<file path="src/rtl/core/pra_pkg.sv">
// Package for the page run allocator: pool geometry, page map entry layout,
// request and status codes. Depends on nothing.
package pra_pkg;

    localparam int NUM_PAGES  = 64;
    localparam int PAGE_BYTES = 4096;

    localparam int PAGE_SHIFT = $clog2(PAGE_BYTES);
    localparam int PG_W       = $clog2(NUM_PAGES);
    localparam int CNT_W      = $clog2(NUM_PAGES + 1);
    localparam int SIZE_W     = 19;
    localparam int OFF_W      = 18;
    localparam int STATUS_W   = 2;

    localparam int unsigned POOL_BYTES = NUM_PAGES * PAGE_BYTES;

    localparam logic REQ_ALLOC = 1'b0;
    localparam logic REQ_FREE  = 1'b1;

    localparam logic [STATUS_W-1:0] STAT_OK          = 2'd0;
    localparam logic [STATUS_W-1:0] STAT_NO_SPACE    = 2'd1;
    localparam logic [STATUS_W-1:0] STAT_RANGE       = 2'd2;
    localparam logic [STATUS_W-1:0] STAT_UNSUPPORTED = 2'd3;

    typedef struct packed {
        logic            used;
        logic [PG_W-1:0] run_start;
    } page_entry_t;

    localparam int ENTRY_W = $bits(page_entry_t);

endpackage

</file>
<file path="src/rtl/core/pra_ram.sv">
// Generic simple dual-port RAM: one write port, one read port with registered
// read data. Depends on nothing.
module pra_ram #(
    parameter int WIDTH = 8,
    parameter int DEPTH = 64
) (
    input  logic                     clk,
    input  logic                     wr_en,
    input  logic [$clog2(DEPTH)-1:0] wr_addr,
    input  logic [WIDTH-1:0]         wr_data,
    input  logic [$clog2(DEPTH)-1:0] rd_addr,
    output logic [WIDTH-1:0]         rd_data
);

    logic [WIDTH-1:0] mem [DEPTH];

    always_ff @(posedge clk)
    begin
        if (wr_en)
        begin
            mem[wr_addr] <= wr_data;
        end
        rd_data <= mem[rd_addr];
    end

endmodule

</file>
<file path="src/rtl/core/page_run_allocator.sv">
// First-fit page run allocator over a pool of NUM_PAGES pages.
// Request channel: req_valid/req_stall with req_type, size_bytes, free_offset.
// A beat with req_type clear allocates a run of ceil(size_bytes/PAGE_BYTES)
// pages; a beat with req_type set frees the run tagged at free_offset.
// Response channel: rsp_valid/rsp_stall with status and run_offset; every
// request beat yields exactly one response beat, in order.
// One request is worked on at a time; req_stall is high from the accept until
// the result has been moved into the response register.
// Requests rejected by their fields go straight to the response register. An
// allocate scans from page 0 until a window of need pages is found or the last
// page is judged; a free scans from its page while the run tag matches. The
// page map memory is read one page per cycle (pipelined against its registered
// read) and written one page per cycle when a run is tagged.
// A stalled response waits in the output register while the next request is
// already accepted; that request finishes only once the register is free.
// Reset clears the per-page valid bits at once, so every page reads as free
// right after reset and no clearing pass is needed.
module page_run_allocator (
    input  logic                           clk,
    input  logic                           rst_n,
    input  logic                           req_valid,
    output logic                           req_stall,
    input  logic                           req_type,
    input  logic [pra_pkg::SIZE_W-1:0]     size_bytes,
    input  logic [pra_pkg::SIZE_W-1:0]     free_offset,
    output logic                           rsp_valid,
    input  logic                           rsp_stall,
    output logic [pra_pkg::STATUS_W-1:0]   status,
    output logic [pra_pkg::OFF_W-1:0]      run_offset
);

    import pra_pkg::*;

    typedef enum logic [3:0] {
        S_IDLE = 4'b0001,
        S_SCAN = 4'b0010,
        S_FILL = 4'b0100,
        S_RESP = 4'b1000
    } state_t;

    state_t state_reg, state_next;

    logic                  kind_reg, kind_next;
    logic [CNT_W-1:0]      need_reg, need_next;
    logic [CNT_W-1:0]      run_reg, run_next;
    logic [PG_W:0]         first_reg, first_next;
    logic [PG_W-1:0]       last_reg, last_next;
    logic [PG_W-1:0]       fill_idx_reg, fill_idx_next;
    logic [PG_W-1:0]       tag_reg, tag_next;
    logic                  free_first_reg, free_first_next;
    logic [PG_W-1:0]       scan_addr_reg, scan_addr_next;
    logic                  pend_v_reg, pend_v_next;
    logic [PG_W-1:0]       pend_idx_reg, pend_idx_next;
    logic [NUM_PAGES-1:0]  valid_reg, valid_next;
    logic [STATUS_W-1:0]   res_status_reg, res_status_next;
    logic [OFF_W-1:0]      res_offset_reg, res_offset_next;
    logic                  rsp_valid_reg, rsp_valid_next;
    logic [STATUS_W-1:0]   rsp_status_reg, rsp_status_next;
    logic [OFF_W-1:0]      rsp_offset_reg, rsp_offset_next;

    logic                  ram_wr_en;
    logic [ENTRY_W-1:0]    ram_wr_data;
    logic [ENTRY_W-1:0]    ram_rd_data;
    page_entry_t           wr_entry;
    page_entry_t           rd_entry;
    logic                  page_used;
    logic                  last_page;

    logic [SIZE_W:0]       size_sum;
    logic [SIZE_W:0]       need_full;
    logic [SIZE_W-1:0]     off_shifted;
    logic [OFF_W+PG_W+PAGE_SHIFT-1:0] off_wide;

    pra_ram #(
        .WIDTH (ENTRY_W),
        .DEPTH (NUM_PAGES)
    ) u_page_map (
        .clk     (clk),
        .wr_en   (ram_wr_en),
        .wr_addr (fill_idx_reg),
        .wr_data (ram_wr_data),
        .rd_addr (scan_addr_reg),
        .rd_data (ram_rd_data)
    );

    assign req_stall  = (state_reg != S_IDLE);
    assign rsp_valid  = rsp_valid_reg;
    assign status     = rsp_status_reg;
    assign run_offset = rsp_offset_reg;

    assign wr_entry.used      = 1'b1;
    assign wr_entry.run_start = first_reg[PG_W-1:0];
    assign ram_wr_data        = wr_entry;
    assign ram_wr_en          = (state_reg == S_FILL);

    // An entry whose valid bit is clear reads as a free page.
    assign rd_entry  = page_entry_t'(ram_rd_data);
    assign page_used = valid_reg[pend_idx_reg] & rd_entry.used;
    assign last_page = (pend_idx_reg == PG_W'(NUM_PAGES - 1));

    assign size_sum    = {1'b0, size_bytes} + (SIZE_W + 1)'(PAGE_BYTES - 1);
    assign need_full   = size_sum >> PAGE_SHIFT;
    assign off_shifted = free_offset >> PAGE_SHIFT;
    assign off_wide    = {{OFF_W{1'b0}}, first_reg[PG_W-1:0], {PAGE_SHIFT{1'b0}}};

    always_comb
    begin
        state_next      = state_reg;
        kind_next       = kind_reg;
        need_next       = need_reg;
        run_next        = run_reg;
        first_next      = first_reg;
        last_next       = last_reg;
        fill_idx_next   = fill_idx_reg;
        tag_next        = tag_reg;
        free_first_next = free_first_reg;
        scan_addr_next  = scan_addr_reg;
        pend_v_next     = 1'b0;
        pend_idx_next   = pend_idx_reg;
        valid_next      = valid_reg;
        res_status_next = res_status_reg;
        res_offset_next = res_offset_reg;
        rsp_valid_next  = rsp_valid_reg;
        rsp_status_next = rsp_status_reg;
        rsp_offset_next = rsp_offset_reg;

        if (rsp_valid_reg && !rsp_stall)
        begin
            rsp_valid_next = 1'b0;
        end

        unique case (state_reg)
            S_IDLE:
            begin
                if (req_valid)
                begin
                    kind_next       = req_type;
                    res_offset_next = '0;
                    run_next        = '0;
                    first_next      = '0;
                    free_first_next = 1'b1;
                    if (req_type == REQ_ALLOC)
                    begin
                        scan_addr_next = '0;
                        need_next      = CNT_W'(need_full);
                        if (size_bytes == '0)
                        begin
                            res_status_next = STAT_UNSUPPORTED;
                            state_next      = S_RESP;
                        end
                        else if (need_full > (SIZE_W + 1)'(NUM_PAGES))
                        begin
                            res_status_next = STAT_NO_SPACE;
                            state_next      = S_RESP;
                        end
                        else
                        begin
                            state_next = S_SCAN;
                        end
                    end
                    else
                    begin
                        scan_addr_next = off_shifted[PG_W-1:0];
                        if (32'(free_offset) >= POOL_BYTES)
                        begin
                            res_status_next = STAT_RANGE;
                            state_next      = S_RESP;
                        end
                        else if (free_offset[PAGE_SHIFT-1:0] != '0)
                        begin
                            res_status_next = STAT_UNSUPPORTED;
                            state_next      = S_RESP;
                        end
                        else
                        begin
                            state_next = S_SCAN;
                        end
                    end
                end
            end

            S_SCAN:
            begin
                // One read issued per cycle; the data of the previous address
                // is judged in the same cycle.
                scan_addr_next = scan_addr_reg + 1'b1;
                pend_v_next    = 1'b1;
                pend_idx_next  = scan_addr_reg;
                if (pend_v_reg)
                begin
                    if (kind_reg == REQ_ALLOC)
                    begin
                        if (page_used)
                        begin
                            run_next   = '0;
                            first_next = {1'b0, pend_idx_reg} + 1'b1;
                            if (last_page)
                            begin
                                res_status_next = STAT_NO_SPACE;
                                pend_v_next     = 1'b0;
                                state_next      = S_RESP;
                            end
                        end
                        else
                        begin
                            run_next = run_reg + 1'b1;
                            if (run_reg + 1'b1 == need_reg)
                            begin
                                fill_idx_next = first_reg[PG_W-1:0];
                                last_next     = pend_idx_reg;
                                pend_v_next   = 1'b0;
                                state_next    = S_FILL;
                            end
                            else if (last_page)
                            begin
                                res_status_next = STAT_NO_SPACE;
                                pend_v_next     = 1'b0;
                                state_next      = S_RESP;
                            end
                        end
                    end
                    else
                    begin
                        // The addressed page and the following pages carrying
                        // the same run tag are released.
                        free_first_next = 1'b0;
                        if (page_used && (free_first_reg || rd_entry.run_start == tag_reg))
                        begin
                            if (free_first_reg)
                            begin
                                tag_next = rd_entry.run_start;
                            end
                            valid_next[pend_idx_reg] = 1'b0;
                            if (last_page)
                            begin
                                res_status_next = STAT_OK;
                                pend_v_next     = 1'b0;
                                state_next      = S_RESP;
                            end
                        end
                        else
                        begin
                            res_status_next = STAT_OK;
                            pend_v_next     = 1'b0;
                            state_next      = S_RESP;
                        end
                    end
                end
            end

            S_FILL:
            begin
                valid_next[fill_idx_reg] = 1'b1;
                fill_idx_next            = fill_idx_reg + 1'b1;
                if (fill_idx_reg == last_reg)
                begin
                    res_status_next = STAT_OK;
                    res_offset_next = off_wide[OFF_W-1:0];
                    state_next      = S_RESP;
                end
            end

            S_RESP:
            begin
                if (!rsp_valid_reg || !rsp_stall)
                begin
                    rsp_valid_next  = 1'b1;
                    rsp_status_next = res_status_reg;
                    rsp_offset_next = res_offset_reg;
                    state_next      = S_IDLE;
                end
            end

            default:
            begin
                state_next = S_IDLE;
            end
        endcase
    end

    always_ff @(posedge clk or negedge rst_n)
    begin
        if (!rst_n)
        begin
            state_reg     <= S_IDLE;
            pend_v_reg    <= 1'b0;
            valid_reg     <= '0;
            rsp_valid_reg <= 1'b0;
        end
        else
        begin
            state_reg     <= state_next;
            pend_v_reg    <= pend_v_next;
            valid_reg     <= valid_next;
            rsp_valid_reg <= rsp_valid_next;
        end
    end

    always_ff @(posedge clk)
    begin
        kind_reg       <= kind_next;
        need_reg       <= need_next;
        run_reg        <= run_next;
        first_reg      <= first_next;
        last_reg       <= last_next;
        fill_idx_reg   <= fill_idx_next;
        tag_reg        <= tag_next;
        free_first_reg <= free_first_next;
        scan_addr_reg  <= scan_addr_next;
        pend_idx_reg   <= pend_idx_next;
        res_status_reg <= res_status_next;
        res_offset_reg <= res_offset_next;
        rsp_status_reg <= rsp_status_next;
        rsp_offset_reg <= rsp_offset_next;
    end

    // Tagging a run only ever claims pages that were free.
    assert property (@(posedge clk) disable iff (!rst_n)
        (state_reg == S_FILL) |=>
            ($countones(valid_reg) == $countones($past(valid_reg)) + 1))
        else $error("run fill did not claim exactly one free page");

    // Releasing a run never marks a page as used.
    assert property (@(posedge clk) disable iff (!rst_n)
        (state_reg == S_SCAN && kind_reg == REQ_FREE) |=>
            ($countones(valid_reg) <= $countones($past(valid_reg))))
        else $error("free scan marked a page as used");

    // An accepted request always takes the engine out of idle.
    assert property (@(posedge clk) disable iff (!rst_n)
        (req_valid && !req_stall) |=> (state_reg != S_IDLE))
        else $error("accepted request left the engine idle");

    // A new response only appears when a finished request hands it over.
    assert property (@(posedge clk) disable iff (!rst_n)
        $rose(rsp_valid_reg) |-> $past(state_reg == S_RESP))
        else $error("response raised without a finished request");

endmodule

</file>
<file path="config.mk">
export PLATFORM = sky130hd
export DESIGN_NAME = page_run_allocator
export DESIGN_NICKNAME = d
export VERILOG_FILES = /design/src/rtl/core/pra_pkg.sv /design/src/rtl/core/pra_ram.sv /design/src/rtl/core/page_run_allocator.sv
export SDC_FILE = /design/constraint.sdc
export NUM_CORES = 1
export LEC_CHECK = 0
export ABC_CLOCK_PERIOD_IN_PS = 6100
export BUFFER_PORTS_ARGS = -buffer_cell sky130_fd_sc_hd__buf_2
export CELL_PAD_IN_SITES_DETAIL_PLACEMENT = 1
export CELL_PAD_IN_SITES_GLOBAL_PLACEMENT = 1
export CORE_ASPECT_RATIO = 1.4
export CORE_MARGIN = 2
export CORE_UTILIZATION = 58
export DETAILED_ROUTE_END_ITERATION = 6
export GPL_ROUTABILITY_DRIVEN = 0
export GPL_TIMING_DRIVEN = 0
export HOLD_SLACK_MARGIN = 0.12
export PLACE_DENSITY_LB_ADDON = 0.2
export SETUP_SLACK_MARGIN = 0.3
export SYNTH_ARGS = -nofsm -noshare
export SYNTH_HDL_FRONTEND = slang
export SYNTH_SLANG_ARGS = --single-unit
</file>
<file path="constraint.sdc">
create_clock -name clk -period 6.1 [get_ports clk]
set_input_delay 0.305 -clock clk [delete_from_list [all_inputs] [get_ports clk]]
set_output_delay 0.305 -clock clk [all_outputs]
set_load 0.02 [all_outputs]
</file>
After elaboration in Yosys (flattened, before gate mapping)

Memory sizes are Yosys's and may differ from the RTL's. A register that Yosys moved wholly into a read port is not among the register bits.
Cells that the tools add are included.
W data, S select, Z words.

Input bits: 43
Output and inout bits: 22
Register bits after elaboration: 169
Memory bits (read-only): 0
Latch bits: 0
Bits in writable memories: 384
Word-level logic and storage cells: 165
Memories: 1

Equality and inequality tests: 23
Reduce and logical (&&, ||, !) cells: 28
Shift-type cells: 0
Div/mod/pow operators: 0
Multiply operators: 0
Mux-type cells: 76
Magnitude comparators: 6
Add/sub/neg operators: 5
Bitwise gates (word level): 7

Memories:

| name           | words | width | read ports | clocked after memory_dff | wr ports | RTL line      | text |
|---|---|---|---|---|---|---|---|
| u_page_map.mem | 64    | 6     | 1          | 1                        | 1        | pra_ram.sv:15 | `logic [WIDTH-1:0] mem [DEPTH];` |

Operators by type and width:

| operator                 | count |
|---|---|
| $mux W64                 | 3 |
| $pmux W64 S2             | 1 |
| $and A64 B64 Y64         | 1 |
| $not A64 Y64             | 1 |
| $or A64 B64 Y64          | 1 |
| $mux W4                  | 14 |
| $mux W6                  | 9 |
| $mux W18                 | 2 |
| $pmux W18 S2             | 1 |
| $pmux W6 S2              | 3 |
| $mux W2                  | 14 |
| $mux W7                  | 4 |
| $add A19 B12 Y20 const B | 1 |
| $reduce_and A5 Y1        | 4 |
| $ge A19 B19 Y1 const B   | 1 |
| $logic_not A19 Y1        | 1 |
| $add A6 B1 Y6 const B    | 3 |
| $mux W1                  | 18 |
| $ne A2 B2 Y1 const B     | 9 |
| $ne A4 B4 Y1 const B     | 4 |
| $pmux W4 S4              | 1 |
| $reduce_and A4 Y1        | 4 |
| $lt A6 B7 Y1 const B     | 2 |
| $pmux W7 S2              | 1 |
| other kinds (27)         | 42 |

Logic depth before layout (Yosys ltp)

Gate-level depths: netlist (run 1).

Word-level depth: 10
Mapped depth: 10
Depth with buffers taken out: 7

Cells and area by module

A second synthesis (run 1) with hierarchy kept.

Cells, all modules: 1517
Area total of the unflattened synthesis: 24852.6 um^2

By module, submodules not included:

| module             | cells an instance | area each (um^2) | times used | sequential area each (um^2) |
|---|---|---|---|---|
| pra_ram            | 837               | 17673.2          | 1          | 13593.0 |
| page_run_allocator | 680               | 7179.4           | 1          | 3794.9 |

Worst setup path after synthesis (run 1)

OpenSTA, ideal clock, no wires.

Kind: register to register
Start: reg state_reg[0]
End: reg first_reg[0], enable pin
Path slack: 3.250 ns
Stages on the path, launching flop included: 6
Clock period less this slack: 2.850 ns
Data required time: 5.722 ns
Arrival time: 2.472 ns
Path buffers: 1
Setup time: 0.378 ns
Path through: dfstp_2 > clkbuf_1 > nor3b_1 > o21a_1 > nor4_1 > a21boi_0

Word-level cells in the longest chain between the ends: 3
Elaborated cells on any way between the ends: 8
Classes of those cells: eq/ne (6); reduce/logical (2)

Ends and longest elaborated chain:

| what                                                                | RTL line                  | text |
|---|---|---|
| start, declared                                                     | page_run_allocator.sv:41  | `state_t state_reg, state_next;` |
| start signal, assigned                                              | page_run_allocator.sv:292 | `state_reg <= state_next;` |
| $eq A4 B2 Y1 or $eq A4 B1 Y1 (tied branches)                        | page_run_allocator.sv:132 | `unique case (state_reg)` |
| $ne A2 B2 Y1 (no source line) or $reduce_bool A2 Y1 (tied branches) | -                         |  |
| $reduce_and A5 Y1 (no source line) (*)                              | -                         |  |
| end signal, assigned                                                | page_run_allocator.sv:304 | `first_reg <= first_next;` |
| end, declared                                                       | page_run_allocator.sv:46  | `logic [PG_W:0] first_reg, first_next;` |

Every way passes the cells marked *; elsewhere a longest branch is shown, timed or not.
A chain may end at the register's enable or synchronous reset.

Final worst setup path (run 1)

Start: reg state_reg[1]
End: reg fill_idx_reg[2], enable pin

Word-level cells in the longest chain between the ends: 3
Elaborated cells on any way between the ends: 8
Classes of those cells: eq/ne (6); reduce/logical (2)

Ends and longest elaborated chain:

| what                                                                | RTL line                  | text |
|---|---|---|
| $eq A4 B2 Y1 or $eq A4 B3 Y1 (tied branches)                        | page_run_allocator.sv:132 |  |
| $ne A2 B2 Y1 (no source line) or $reduce_bool A2 Y1 (tied branches) | -                         |  |
| $reduce_and A5 Y1 (no source line) (*)                              | -                         |  |
| end signal, assigned                                                | page_run_allocator.sv:306 | `fill_idx_reg <= fill_idx_next;` |
| end, declared                                                       | page_run_allocator.sv:48  | `logic [PG_W-1:0] fill_idx_reg, fill_idx_next;` |

Marked as above.

==> impl_results.md, run 1 <==
- Net Sw Frac: 0.287
- Gr usage total: 0.329
- DRC viols: 0
- TritonCTS clock tree: built
- Clk root buf: clkbuf_16
- Clock transition at path regs: 0.06 ns
- Global-route wire length before repair: 94.2 mm
- Fin crit share: 0.664
- Vias in the first global route: 14500
- Synth cell types: 67
- Starting Density: 0.587
- Net Switching: 2840 uW
- Pint: 7080 uW
- Register area: 15400 um^2
- Syn avg cell area: 16.5 um^2
- Seq cells post-synth: 528
- Final min period: 4.05 ns
- Multi-input logic area: 6150 um^2
- Routed wire length: 63.0 mm
- Main synth FF type: edfxtp_1
- R2r startpoint: state_reg[1]
- IO Count: 65
- Post-synthesis sequential area ratio: 0.701
- Max FFs per register: 384
- Most frequent cells in the layout: edfxtp_1 (452), nor2_1 (210), mux4_2 (130)
- Pwr dens: 396 nW/um^2
- # H-tree levels: 2
- Startpoint Class: register
- Max-slew violations: 0
- Routed len/inst: 31.7 um
- Area grow syn2layout: 13.8%
- Layout fillers: 3255
- CP arrival: 4.24 ns
- Post-Synthesis Cells: 1332
- Asr flop ratio synth: 0.133
- Largest net degree at the start of global routing: 44
- Worst reg2reg path endpoint: fill_idx_reg[2]
- Outcome: finished clean
- Max Root-Sink Buffers: 3
- Die footprint: 39600 um^2
- CP endpoint kind: register
- Final design utilization: 0.669
- Yosys warns: 0
- Slew headroom: 0.275
- Logic gate share of total power: 0.228
- DP HPWL: 43.0 mm
- Fmax: 247 MHz
- Clock Latency Late Sink: 0.58 ns
- Chip width: 169 um
- Remaining antenna violation count after routing: 0
- Max-cap violations: 0
- Nets: 1521
- Mapped Area: 22000 um^2
- Worst hold stages: 4
- Initial antenna violation count: 1
- Total congestion overflow: 0
- Most common cell after layout, fill and taps aside: edfxtp_1
- EDFF count, synth: 452
- Chip height: 235 um
- Endpoints failing setup: 0
- Placed Area: 23300 um^2
- Drt initial violations: 1330
- Worst-Margin Slew: 1.09 ns
- Final Skew: 0.0299 ns
- Layout cell share with drive strength beyond 1: 0.214
- Setup_tns: 0 ns
- Final Cell Area: 25100 um^2
- Kind of critical path: reg -> reg
- Final hold violation count: 0
- Buffers on Ports: 52
- Setup Buffers After CTS: 0
- CTS-repair resized insts: 0
- Num CTS Buffers: 47
- CP Max Fanout: 11
- FF-to-FF setup slack: 2.05 ns
- WP data required: 6.30 ns
- Total number of vias: 13300
- WHS Endpoint: res_status_reg[0]
- Site Rows: 84
- Clk sinks: 528
- Vias/cell: 6.72
- Final hold slack: 0.139 ns
- Hold path startpoint: free_offset[18]
- Core box area: 37500 um^2
- Clock share of power: 0.313
- Worst hold path class: in -> reg
- DR pass1 iterations: 6
- Antenna Cells: 0
- Reg power frac: 0.459
- Worst VDD drop: 0.269 mV
- Pleak: 0.00848 uW
- Depth of the worst register-to-register path: 8
- RSZ-0062 raised after global routing: false
what timing repair did:
action	CTS	global route
hold endpoints to repair	86	0
setup endpoints to repair	0	0
hold buffers	16	0
worst max-delay path, cell delays in order, from the launching register on:
cell and delay [ns]:
dfrtp_1 0.35, clkbuf_1 0.34, nor2b_1 0.33, nand2_1 0.28, inv_1 0.45, nand2_1 0.19, nor4_1 0.77, nand2_1 0.23
o21ai_0 0.73
worst max path at each step:
stage               slack [ns]               endpoint  depth (start not counted)        startpoint
floorplan                 3.25           first_reg[0]                          5      state_reg[0]
finish                    2.05        fill_idx_reg[2]                          8      state_reg[1]
global placement          2.40           first_reg[0]                          5        pend_v_reg
CTS                       2.18        fill_idx_reg[2]                          8      state_reg[1]
detailed placement        2.33  u_page_map.rd_data[0]                          6  scan_addr_reg[1]
global route              1.94        fill_idx_reg[2]                          8      state_reg[1]
area by class of cell:
cell class              instances  share of cell area
flip-flops and latches        528               0.616
clock inverters                28              0.0108
multi-input cells             714               0.245
clock buffers                  60              0.0538
repair buffers                 82              0.0314
well taps                     473              0.0236
inverters                       9             0.00135
plain buffers                  92              0.0183
cell families (layout without fill, tap and decap cells):
group,Yosys count,count (layout),synth area share
xor+xnor,43,43,0.0178
compound gates,129,129,0.0392
simple gates,383,383,0.0783
flops,528,528,0.701
other cells,1,12,0.000170
mux,143,143,0.139
fa+ha+maj,4,4,0.00227
buf+inv,101,271,0.0223
power groups by stage:
| stage | clock (uW) | sequential (uW) | combinational, uW |
|---|---|---|---|
| after floorplan | 0 | 4650 | 1190 |
| after detailed placement | 0 | 4620 | 2220 |
| after global placement | 0 | 4830 | 1760 |
| after global routing | 3230 | 4570 | 2370 |
| after CTS | 3110 | 4550 | 2260 |
| final | 3100 | 4560 | 2260 |
Yosys cell counts, types with 7 or more instances:
cell | instances | area share
a31oi_1 | 62 | 0.018
a21oi_1 | 11 | 0.0025
or3_1 | 7 | 0.0020
nor3_1 | 15 | 0.0034
mux4_2 | 130 | 0.13
xor2_1 | 22 | 0.0087
clkbuf_1 | 46 | 0.0078
nand2b_1 | 7 | 0.0020
dfrtp_1 | 69 | 0.078
edfxtp_1 | 452 | 0.62
buf_2 | 21 | 0.0048
and3_1 | 11 | 0.0031
mux2i_1 | 8 | 0.0036
o21ai_0 | 15 | 0.0034
buf_4 | 15 | 0.0051
nor4_1 | 9 | 0.0026
nand2_1 | 50 | 0.0085
and2_1 | 9 | 0.0026
nor2b_1 | 12 | 0.0034
inv_1 | 9 | 0.0015
nand3_1 | 29 | 0.0066
xnor2_1 | 20 | 0.0079
nor2_1 | 210 | 0.036
layer usage:
layer,track usage,wire [um]
met1,0.409,22700
met2,0.552,32100
met3,0.0608,4510
met4,0.173,3690
met5,0,13
metrics by stage:
step	setup slack [ns]	power (uW)	instances
after floorplan	3.25	5850	1343
after global placement	2.40	6590	1868
after detailed placement	2.33	6850	1882
after CTS	2.18	9920	1986
after global routing	1.94	10200	1986
final	2.05	9920	1986
Note: power is estimated with default switching activity, not from simulation.
==> inputs of run 2 (changes only) <==
--- a/config.mk
+++ b/config.mk
@@ -5,13 +5,14 @@
 export SDC_FILE = /design/constraint.sdc
 export NUM_CORES = 1
 export LEC_CHECK = 0
-export ABC_CLOCK_PERIOD_IN_PS = 6100
+export ABC_AREA = 1
+export ABC_CLOCK_PERIOD_IN_PS = 3900
 export BUFFER_PORTS_ARGS = -buffer_cell sky130_fd_sc_hd__buf_2
 export CELL_PAD_IN_SITES_DETAIL_PLACEMENT = 1
 export CELL_PAD_IN_SITES_GLOBAL_PLACEMENT = 1
 export CORE_ASPECT_RATIO = 1.4
 export CORE_MARGIN = 2
-export CORE_UTILIZATION = 58
+export CORE_UTILIZATION = 51
 export DETAILED_ROUTE_END_ITERATION = 6
 export GPL_ROUTABILITY_DRIVEN = 0
 export GPL_TIMING_DRIVEN = 0
==> constraint.sdc (replaced) <==
create_clock -name clk -period 3.9 [get_ports clk]
set_input_delay 0.195 -clock clk [delete_from_list [all_inputs] [get_ports clk]]
set_output_delay 0.195 -clock clk [all_outputs]
set_load 0.02 [all_outputs]
==> run 2 against run 1 <==
  * The flow now finishes with violations (max-capacitance violations)
  * Final area is 3.2% higher
  * Synthesized cell count is 50% higher
  * Global-route usage is 3.1 points higher
  * Fmax is 17% higher
  * Clock power is 65% higher
  * Sequential power is 56% higher
  * Critical path depth is 1 higher
  * Routed wire length is 31% higher
  * Highest routed layer unchanged
==> impl_results.md, run 2 <==
- Outcome: finished, violations left
- Failing checks: max-capacitance violations
- Logic gate share of total power: 0.263 (+0.035)
- TritonCTS clock tree: built
- Net Sw Frac: 0.347 (+0.0606)
- Yosys warns: 0 (unchanged)
- Final Cell Area: 25900 um^2 (+3.2%)
- Worst VDD drop: 0.439 mV (+63%)
- Slew headroom: 0.00963 (-0.265)
- DP HPWL: 55.8 mm (+30%)
- Crit path max-delay family: buffers and inverters
- Slowest-stage cell, CP: o211ai_1
- Initial antenna violation count: 2 (+1)
- Layout fillers: 4539 (+39%)
- Clock Latency Late Sink: 0.59 ns (about the same)
- Num CTS Buffers: 50 (+6.4%)
- Setup_tns: 0 ns (unchanged)
- IO Count: 65 (unchanged)
- Syn avg cell area: 11.3 um^2 (-31%)
- Antenna Cells: 0 (unchanged)
- Post-synthesis sequential area ratio: 0.683 (-0.0184)
- Pleak: 0.00965 uW (+14%)
- Routed wire length: 82.3 mm (+31%)
- Vias/cell: 6.40 (-4.7%)
- Synth cell types: 53 (-21%)
- Post-Synthesis Cells: 1995 (+50%)
- Chip width: 182 um (+7.9%)
- Starting Density: 0.515 (-0.0724)
- Core box area: 43900 um^2 (+17%)
- Endpoints failing setup: 0 (unchanged)
- Main synth FF type: edfxtp_1
- DR pass1 iterations: 6 (unchanged)
- EDFF count, synth: 452 (unchanged)
- RSZ-0062 raised after global routing: false
- Grt met2 use: 0.609 (+0.0570)
- Buffers and inverters on the worst path: 3 (+1)
- Vias in the first global route: 18600 (+28%)
- Kind of critical path: reg -> reg
- Net Switching: 5770 uW (+100%)
- Pint: 10900 uW (+53%)
- Worst hold path class: in -> reg
- Nets: 2193 (+44%)
- # H-tree levels: 2 (unchanged)
- Die footprint: 46100 um^2 (+16%)
- Cell taking the most area after synthesis: edfxtp_1
- Worst-Margin Slew: 1.48 ns (+0.392 ns)
- Placed Area: 24000 um^2 (+3.0%)
- Most frequent cells in the layout: edfxtp_1 (452), nor2_1 (368), nand2_1 (324)
- Max-cap violations: 2 (+2)
- Remaining antenna violation count after routing: 0 (unchanged)
- Cell with the most instances after synthesis: edfxtp_1
- Total congestion overflow: 0 (unchanged)
- Pwr dens: 643 nW/um^2 (+62%)
- DRC viols: 0 (unchanged)
- Multi-input logic area: 6300 um^2 (+2.5%)
- CP endpoint kind: register
- Most common cell after layout, fill and taps aside: edfxtp_1
- Site Rows: 91 (+8.3%)
- Max FFs per register: 384 (unchanged)
- Max incr delay on CP: 0.67 ns (-0.10 ns)
- Global-route wire length before repair: 119 mm (+26%)
- Tot Pwr: 16600 uW (+68%)
- Max-slew violations: 0 (unchanged)
- Setup Buffers After CTS: 0 (unchanged)
- Met1 Use GR: 0.396 (-0.0131)
- CP Max Fanout: 10 (-1)
- Post-synth top cells: edfxtp_1 (452), nor2_1 (370), nand2_1 (324), o21ai_0 (208), inv_1 (85)
- Buffers on Ports: 52 (unchanged)
- Asr flop ratio synth: 0.133 (unchanged)
- Worst setup margin: 0.438 ns (-1.61 ns)
- Total number of vias: 17600 (+32%)
- Drt initial violations: 1914 (+44%)
- Routed len/inst: 30.0 um (-5.5%)
- Post-synth top area share: 0.600 (-0.0161)
- Pre-CTS setup slack: 0.467 ns (-1.87 ns)
- Final min period: 3.46 ns (-0.587 ns)
- Final hold violation count: 0 (unchanged)
- Grt met3 use: 0.0626 (+0.00176)
- Clk root buf: clkbuf_16
- Clock share of power: 0.308 (-0.005)
- Final design utilization: 0.589 (-0.0795)
- Chip height: 253 um (+7.9%)
- Register area: 15400 um^2 (unchanged)
- Largest net degree at the start of global routing: 67 (+52%)
- Fmax: 289 MHz (+17%)
- WP data required: 4.37 ns (-1.93 ns)
- Critical path cell sequence: inv_1 > clkbuf_1 > clkbuf_1 > nor2_1 > o22ai_1 > o211ai_1 > nand4_1 > nand3_1 > nand2_1
- Max Root-Sink Buffers: 3 (unchanged)
- CP arrival: 3.94 ns (-0.30 ns)
- GRT Max-Usage Layer: met2
- Clock transition at path regs: 0.07 ns (about the same)
- Final Skew: 0.0257 ns (-0.00418 ns)
- Reg power frac: 0.429 (-0.030)
- Seq cells post-synth: 528 (unchanged)
- Startpoint Class: register
- Layout cell share with drive strength beyond 1: 0.106 (-0.108)
- Cell mode on critical path: clkbuf_1
- Gr usage total: 0.360 (+0.0312)
- Mapped Area: 22600 um^2 (+2.7%)
- Area grow syn2layout: 14.4%
- Fin crit share: 0.888 (+0.224)
- Clk sinks: 528 (unchanged)
- Synth top area cells: edfxtp_1 (60%), dfrtp_1 (7.6%), nor2_1 (6.1%), nand2_1 (5.4%), o21ai_0 (4.6%)
[run 2: routing by layer]
metal  up-vias  part of all wire
li1       7361                 -
met1      8732              0.33
met2      1091              0.49
met3       385             0.082
met4         4             0.098
met5         -           0.00028
[run 2: stage by stage]
| stage | std cells | hold WS, ns |
|---|---|---|
| 2_1_floorplan | 2006 | -0.101 |
| 3_3_place_gp | 2616 | 0.393 |
| 3_5_place_dp | 2630 | 0.0198 |
| 4_1_cts | 2744 | 0.141 |
| 5_1_grt | 2744 | 0.179 |
| 6_report | 2744 | 0.145 |
[run 2: cell type report]
class / instances / area share
plain buffers: 111 / 0.0208
clock buffers: 57 / 0.0497
clock inverters: 35 / 0.0146
inverters: 105 / 0.0153
multi-input cells: 1262 / 0.243
flip-flops and latches: 528 / 0.597
well taps: 558 / 0.0270
repair buffers: 88 / 0.0326
[run 2: kinds of logic after synthesis]
logic type,Yosys count,share of synthesized area
AOI/OAI and AO/OA,413,0.113
xor gates and xnor gates,13,0.00503
adders and majority gates,4,0.00221
buffers and inverters,216,0.0414
DFF,528,0.683
other,1,0.000166
and+or+nand+nor,820,0.155
[run 2: path summary, 6_finish.rpt]
kind	cells after the start	from	end	slack, ns
max	9	scan_addr_reg[0]	u_page_map.rd_data[2]	0.44
min	7	size_bytes[7]	need_reg[0]	0.15
max reg2reg	9	scan_addr_reg[0]	u_page_map.rd_data[2]	0.44
min reg2reg	0	res_offset_reg[12]	run_offset[12]	0.42
max in group asynchronous	3	rst_n	valid_reg[33]	3.12
min in group asynchronous	3	rst_n	valid_reg[2]	0.17
[run 2: power by group through the flow]
stage	combinational [uW]	sequential, uW	clock, uW
2_1_floorplan	2090	7270	0
3_3_place_gp	3440	7560	0
3_5_place_dp	4190	7240	0
4_1_cts	4280	7120	5080
5_1_grt	4590	7150	5270
6_report	4380	7130	5120
[run 2: worst register-to-register path: cells and delay by family (launching register included)]
| family | cells | cell delay [ns] |
|---|---|---|
| buf+inv | 3 | 1.06 |
| compound gates | 2 | 0.81 |
| flops | 1 | 0.64 |
| simple gates | 4 | 0.85 |
[run 2: repair_timing]
item | CTS | global route
setup endpoints to repair | 0 | 1
endpoints found under the hold margin | 90 | 0
hold buffers | 22 | 0
resized for setup | 0 | 1
==> inputs of run 3 (changes only) <==
--- a/config.mk
+++ b/config.mk
@@ -10,7 +10,6 @@
 export BUFFER_PORTS_ARGS = -buffer_cell sky130_fd_sc_hd__buf_2
 export CELL_PAD_IN_SITES_DETAIL_PLACEMENT = 1
 export CELL_PAD_IN_SITES_GLOBAL_PLACEMENT = 1
-export CORE_ASPECT_RATIO = 1.4
 export CORE_MARGIN = 2
 export CORE_UTILIZATION = 51
 export DETAILED_ROUTE_END_ITERATION = 6
==> constraint.sdc (replaced) <==
create_clock -name clk -period 3.9 [get_ports clk]
set_input_delay 0.39 -clock clk [delete_from_list [all_inputs] [get_ports clk]]
set_output_delay 0.39 -clock clk [all_outputs]
set_load 0.02 [all_outputs]
==> run 3 against run 2 <==
  * The run now ends clean
  * Worst hold slack got worse by 0.015 ns
  * Global-route usage fell by 1.8 points
  * Critical path depth did not move
  * Final area rose by 0.26%
  * Combinational power fell by 2%
  * Flip-flop and latch count did not move
  * Power rose by 1.4%
  * Sequential power barely moved
  * Die area barely moved
  * Fmax rose by 2.8%
  * Utilization barely moved
==> impl_results.md, run 3 (same netlist as run 2, synthesis figures left out) <==
- Outcome: finished clean
- Core box area: 44000 um^2 (+0.18%)
- # H-tree levels: 2 (unchanged)
- Endpoints failing setup: 0 (unchanged)
- Fmax: 297 MHz (+2.8%)
- Chip height: 215 um (-15%)
- Worst hold path class: in -> reg
- Most common cell after layout, fill and taps aside: edfxtp_1
- Worst-Margin Slew: 1.46 ns (-0.0188 ns)
- Fin crit share: 0.864 (-0.0239)
- Site Rows: 77 (-15%)
- Routed len/inst: 28.6 um (-4.8%)
- Chip width: 215 um (+18%)
- WP data required: 4.47 ns (+0.10 ns)
- Layout cell share with drive strength beyond 1: 0.115 (+0.00839)
- Tot Pwr: 16900 uW (+1.4%)
- TritonCTS clock tree: built
- Slew headroom: 0.0222 (+0.0126)
- Clock Latency Late Sink: 0.64 ns (+0.05 ns)
- Starting Density: 0.514 (-0.000922)
- Remaining antenna violation count after routing: 0 (unchanged)
- Pleak: 0.00968 uW (+0.35%)
- FF-to-FF setup slack: 0.53 ns (+0.09 ns)
- Setup Buffers After CTS: 0 (unchanged)
- Final hold violation count: 0 (unchanged)
- DP HPWL: 53.8 mm (-3.5%)
- Most frequent cells in the layout: edfxtp_1 (452), nor2_1 (370), nand2_1 (324)
- Clock transition at path regs: 0.06 ns (about the same)
- Vias in the first global route: 17900 (-3.7%)
- Largest net degree at the start of global routing: 66 (-1.5%)
- CP endpoint kind: register
- Max-slew violations: 0 (unchanged)
- CP Max Fanout: 10 (unchanged)
- DRC viols: 0 (unchanged)
- Layout fillers: 4592 (+1.2%)
- Setup_tns: 0 ns (unchanged)
- Max-cap violations: 0 (-2)
- Routed wire length: 79.3 mm (-3.7%)
- Total congestion overflow: 0 (unchanged)
- Final min period: 3.37 ns (-0.0934 ns)
- Nets: 2184 (-0.41%)
- Startpoint Class: register
- Vias/cell: 6.29 (-1.9%)
- Pre-CTS setup slack: 0.678 ns (+0.211 ns)
- Buffers on Ports: 52 (unchanged)
- Drt initial violations: 2088 (+9.1%)
- Worst setup margin: 0.531 ns (+0.0934 ns)
- IO Count: 65 (unchanged)
- Antenna Cells: 0 (unchanged)
- Max FFs per register: 384 (unchanged)
- CTS-repair resized insts: 0 (unchanged)
- Gr usage total: 0.342 (-0.0178)
- Max Root-Sink Buffers: 3 (unchanged)
- Final Cell Area: 26000 um^2 (+0.26%)
- Die footprint: 46100 um^2 (about the same)
- Final Skew: 0.0383 ns (+0.0126 ns)
- DR pass1 iterations: 5 (-1)
- Initial antenna violation count: 2 (unchanged)
- Global-route wire length before repair: 116 mm (-3.0%)
- Clk sinks: 528 (unchanged)
- Placed Area: 24000 um^2 (+0.17%)
- Area grow syn2layout: 14.7%
- Total number of vias: 17400 (-0.75%)
- Pwr dens: 650 nW/um^2 (+1.1%)
- Worst VDD drop: 0.368 mV (-16%)
- CP arrival: 3.94 ns (about the same)
- Kind of critical path: reg -> reg
- RSZ-0062 raised after global routing: false
- CTS Hold Buffers Added: 9 (-59%)
- Clk root buf: clkbuf_16
- Num CTS Buffers: 54 (+8.0%)
==> run 3: cell types whose count changed in the layout (fill, tap and decap cells not counted), moves of 3 or more <==
cell           before  now
clkbuf_16          50   54
clkinv_2            8   16
dlygate4sd3_1      22    9
clkinvlp_4          1    4
clkinv_1           17    4
inv_6               1    4
==> run 3: metal layers <==
layer,GRT usage,vias up,part of all wire
met3,0.0711,224,0.093
met1,0.438,8872,0.38
met5,0,-,0
met4,0.158,0,0.048
li1,-,7342,-
met2,0.563,1004,0.48
==> run 3: cell type report <==
cell class	instances	area, um^2	area share
plain buffers	111	539	0.0208
clock buffers	65	1420	0.0548
clock inverters	37	405	0.0156
inverters	105	397	0.0153
multi-input cells	1262	6290	0.242
flip-flops and latches	528	15400	0.595
well taps	592	741	0.0285
repair buffers	75	716	0.0276
==> run 3: path summary, 6_finish.rpt <==
kind / to / startpoint / cells past startpoint
hold reg to reg: run_offset[14] / res_offset_reg[14] / 0
max in group asynchronous: state_reg[1] / rst_n / 4
min in group asynchronous: state_reg[3] / rst_n / 3
hold / removal: scan_addr_reg[4] / free_offset[16] / 3
setup reg to reg: u_page_map.rd_data[1] / scan_addr_reg[0] / 9
setup / recovery: u_page_map.rd_data[1] / scan_addr_reg[0] / 9
==> run 3: power by group <==
part	leakage, uW	internal [uW]	switching, uW	total, uW
logic	0.00369	1140	3160	4310
registers	0.00509	6810	321	7130
clock network	0.000899	3090	2340	5430
==> run 3: worst max-delay path: stages (launching register included) <==
cell and delay (ns):
edfxtp_1 0.67, buf_2 0.33, clkbuf_1 0.54, clkbuf_1 0.75
nor2_1 0.12, o22ai_1 0.39, nand2_1 0.12, nand4_1 0.13
nand3_1 0.15, nand2_1 0.11
==> run 3: metrics by stage <==
step                instances  hold slack, ns  utilization
finish                   2775           0.130        0.590
global route             2775           0.158        0.590
CTS                      2775           0.126        0.590
detailed placement       2664           0.214        0.546
global placement         2650           0.407        0.538
floorplan                2006          0.0944            -
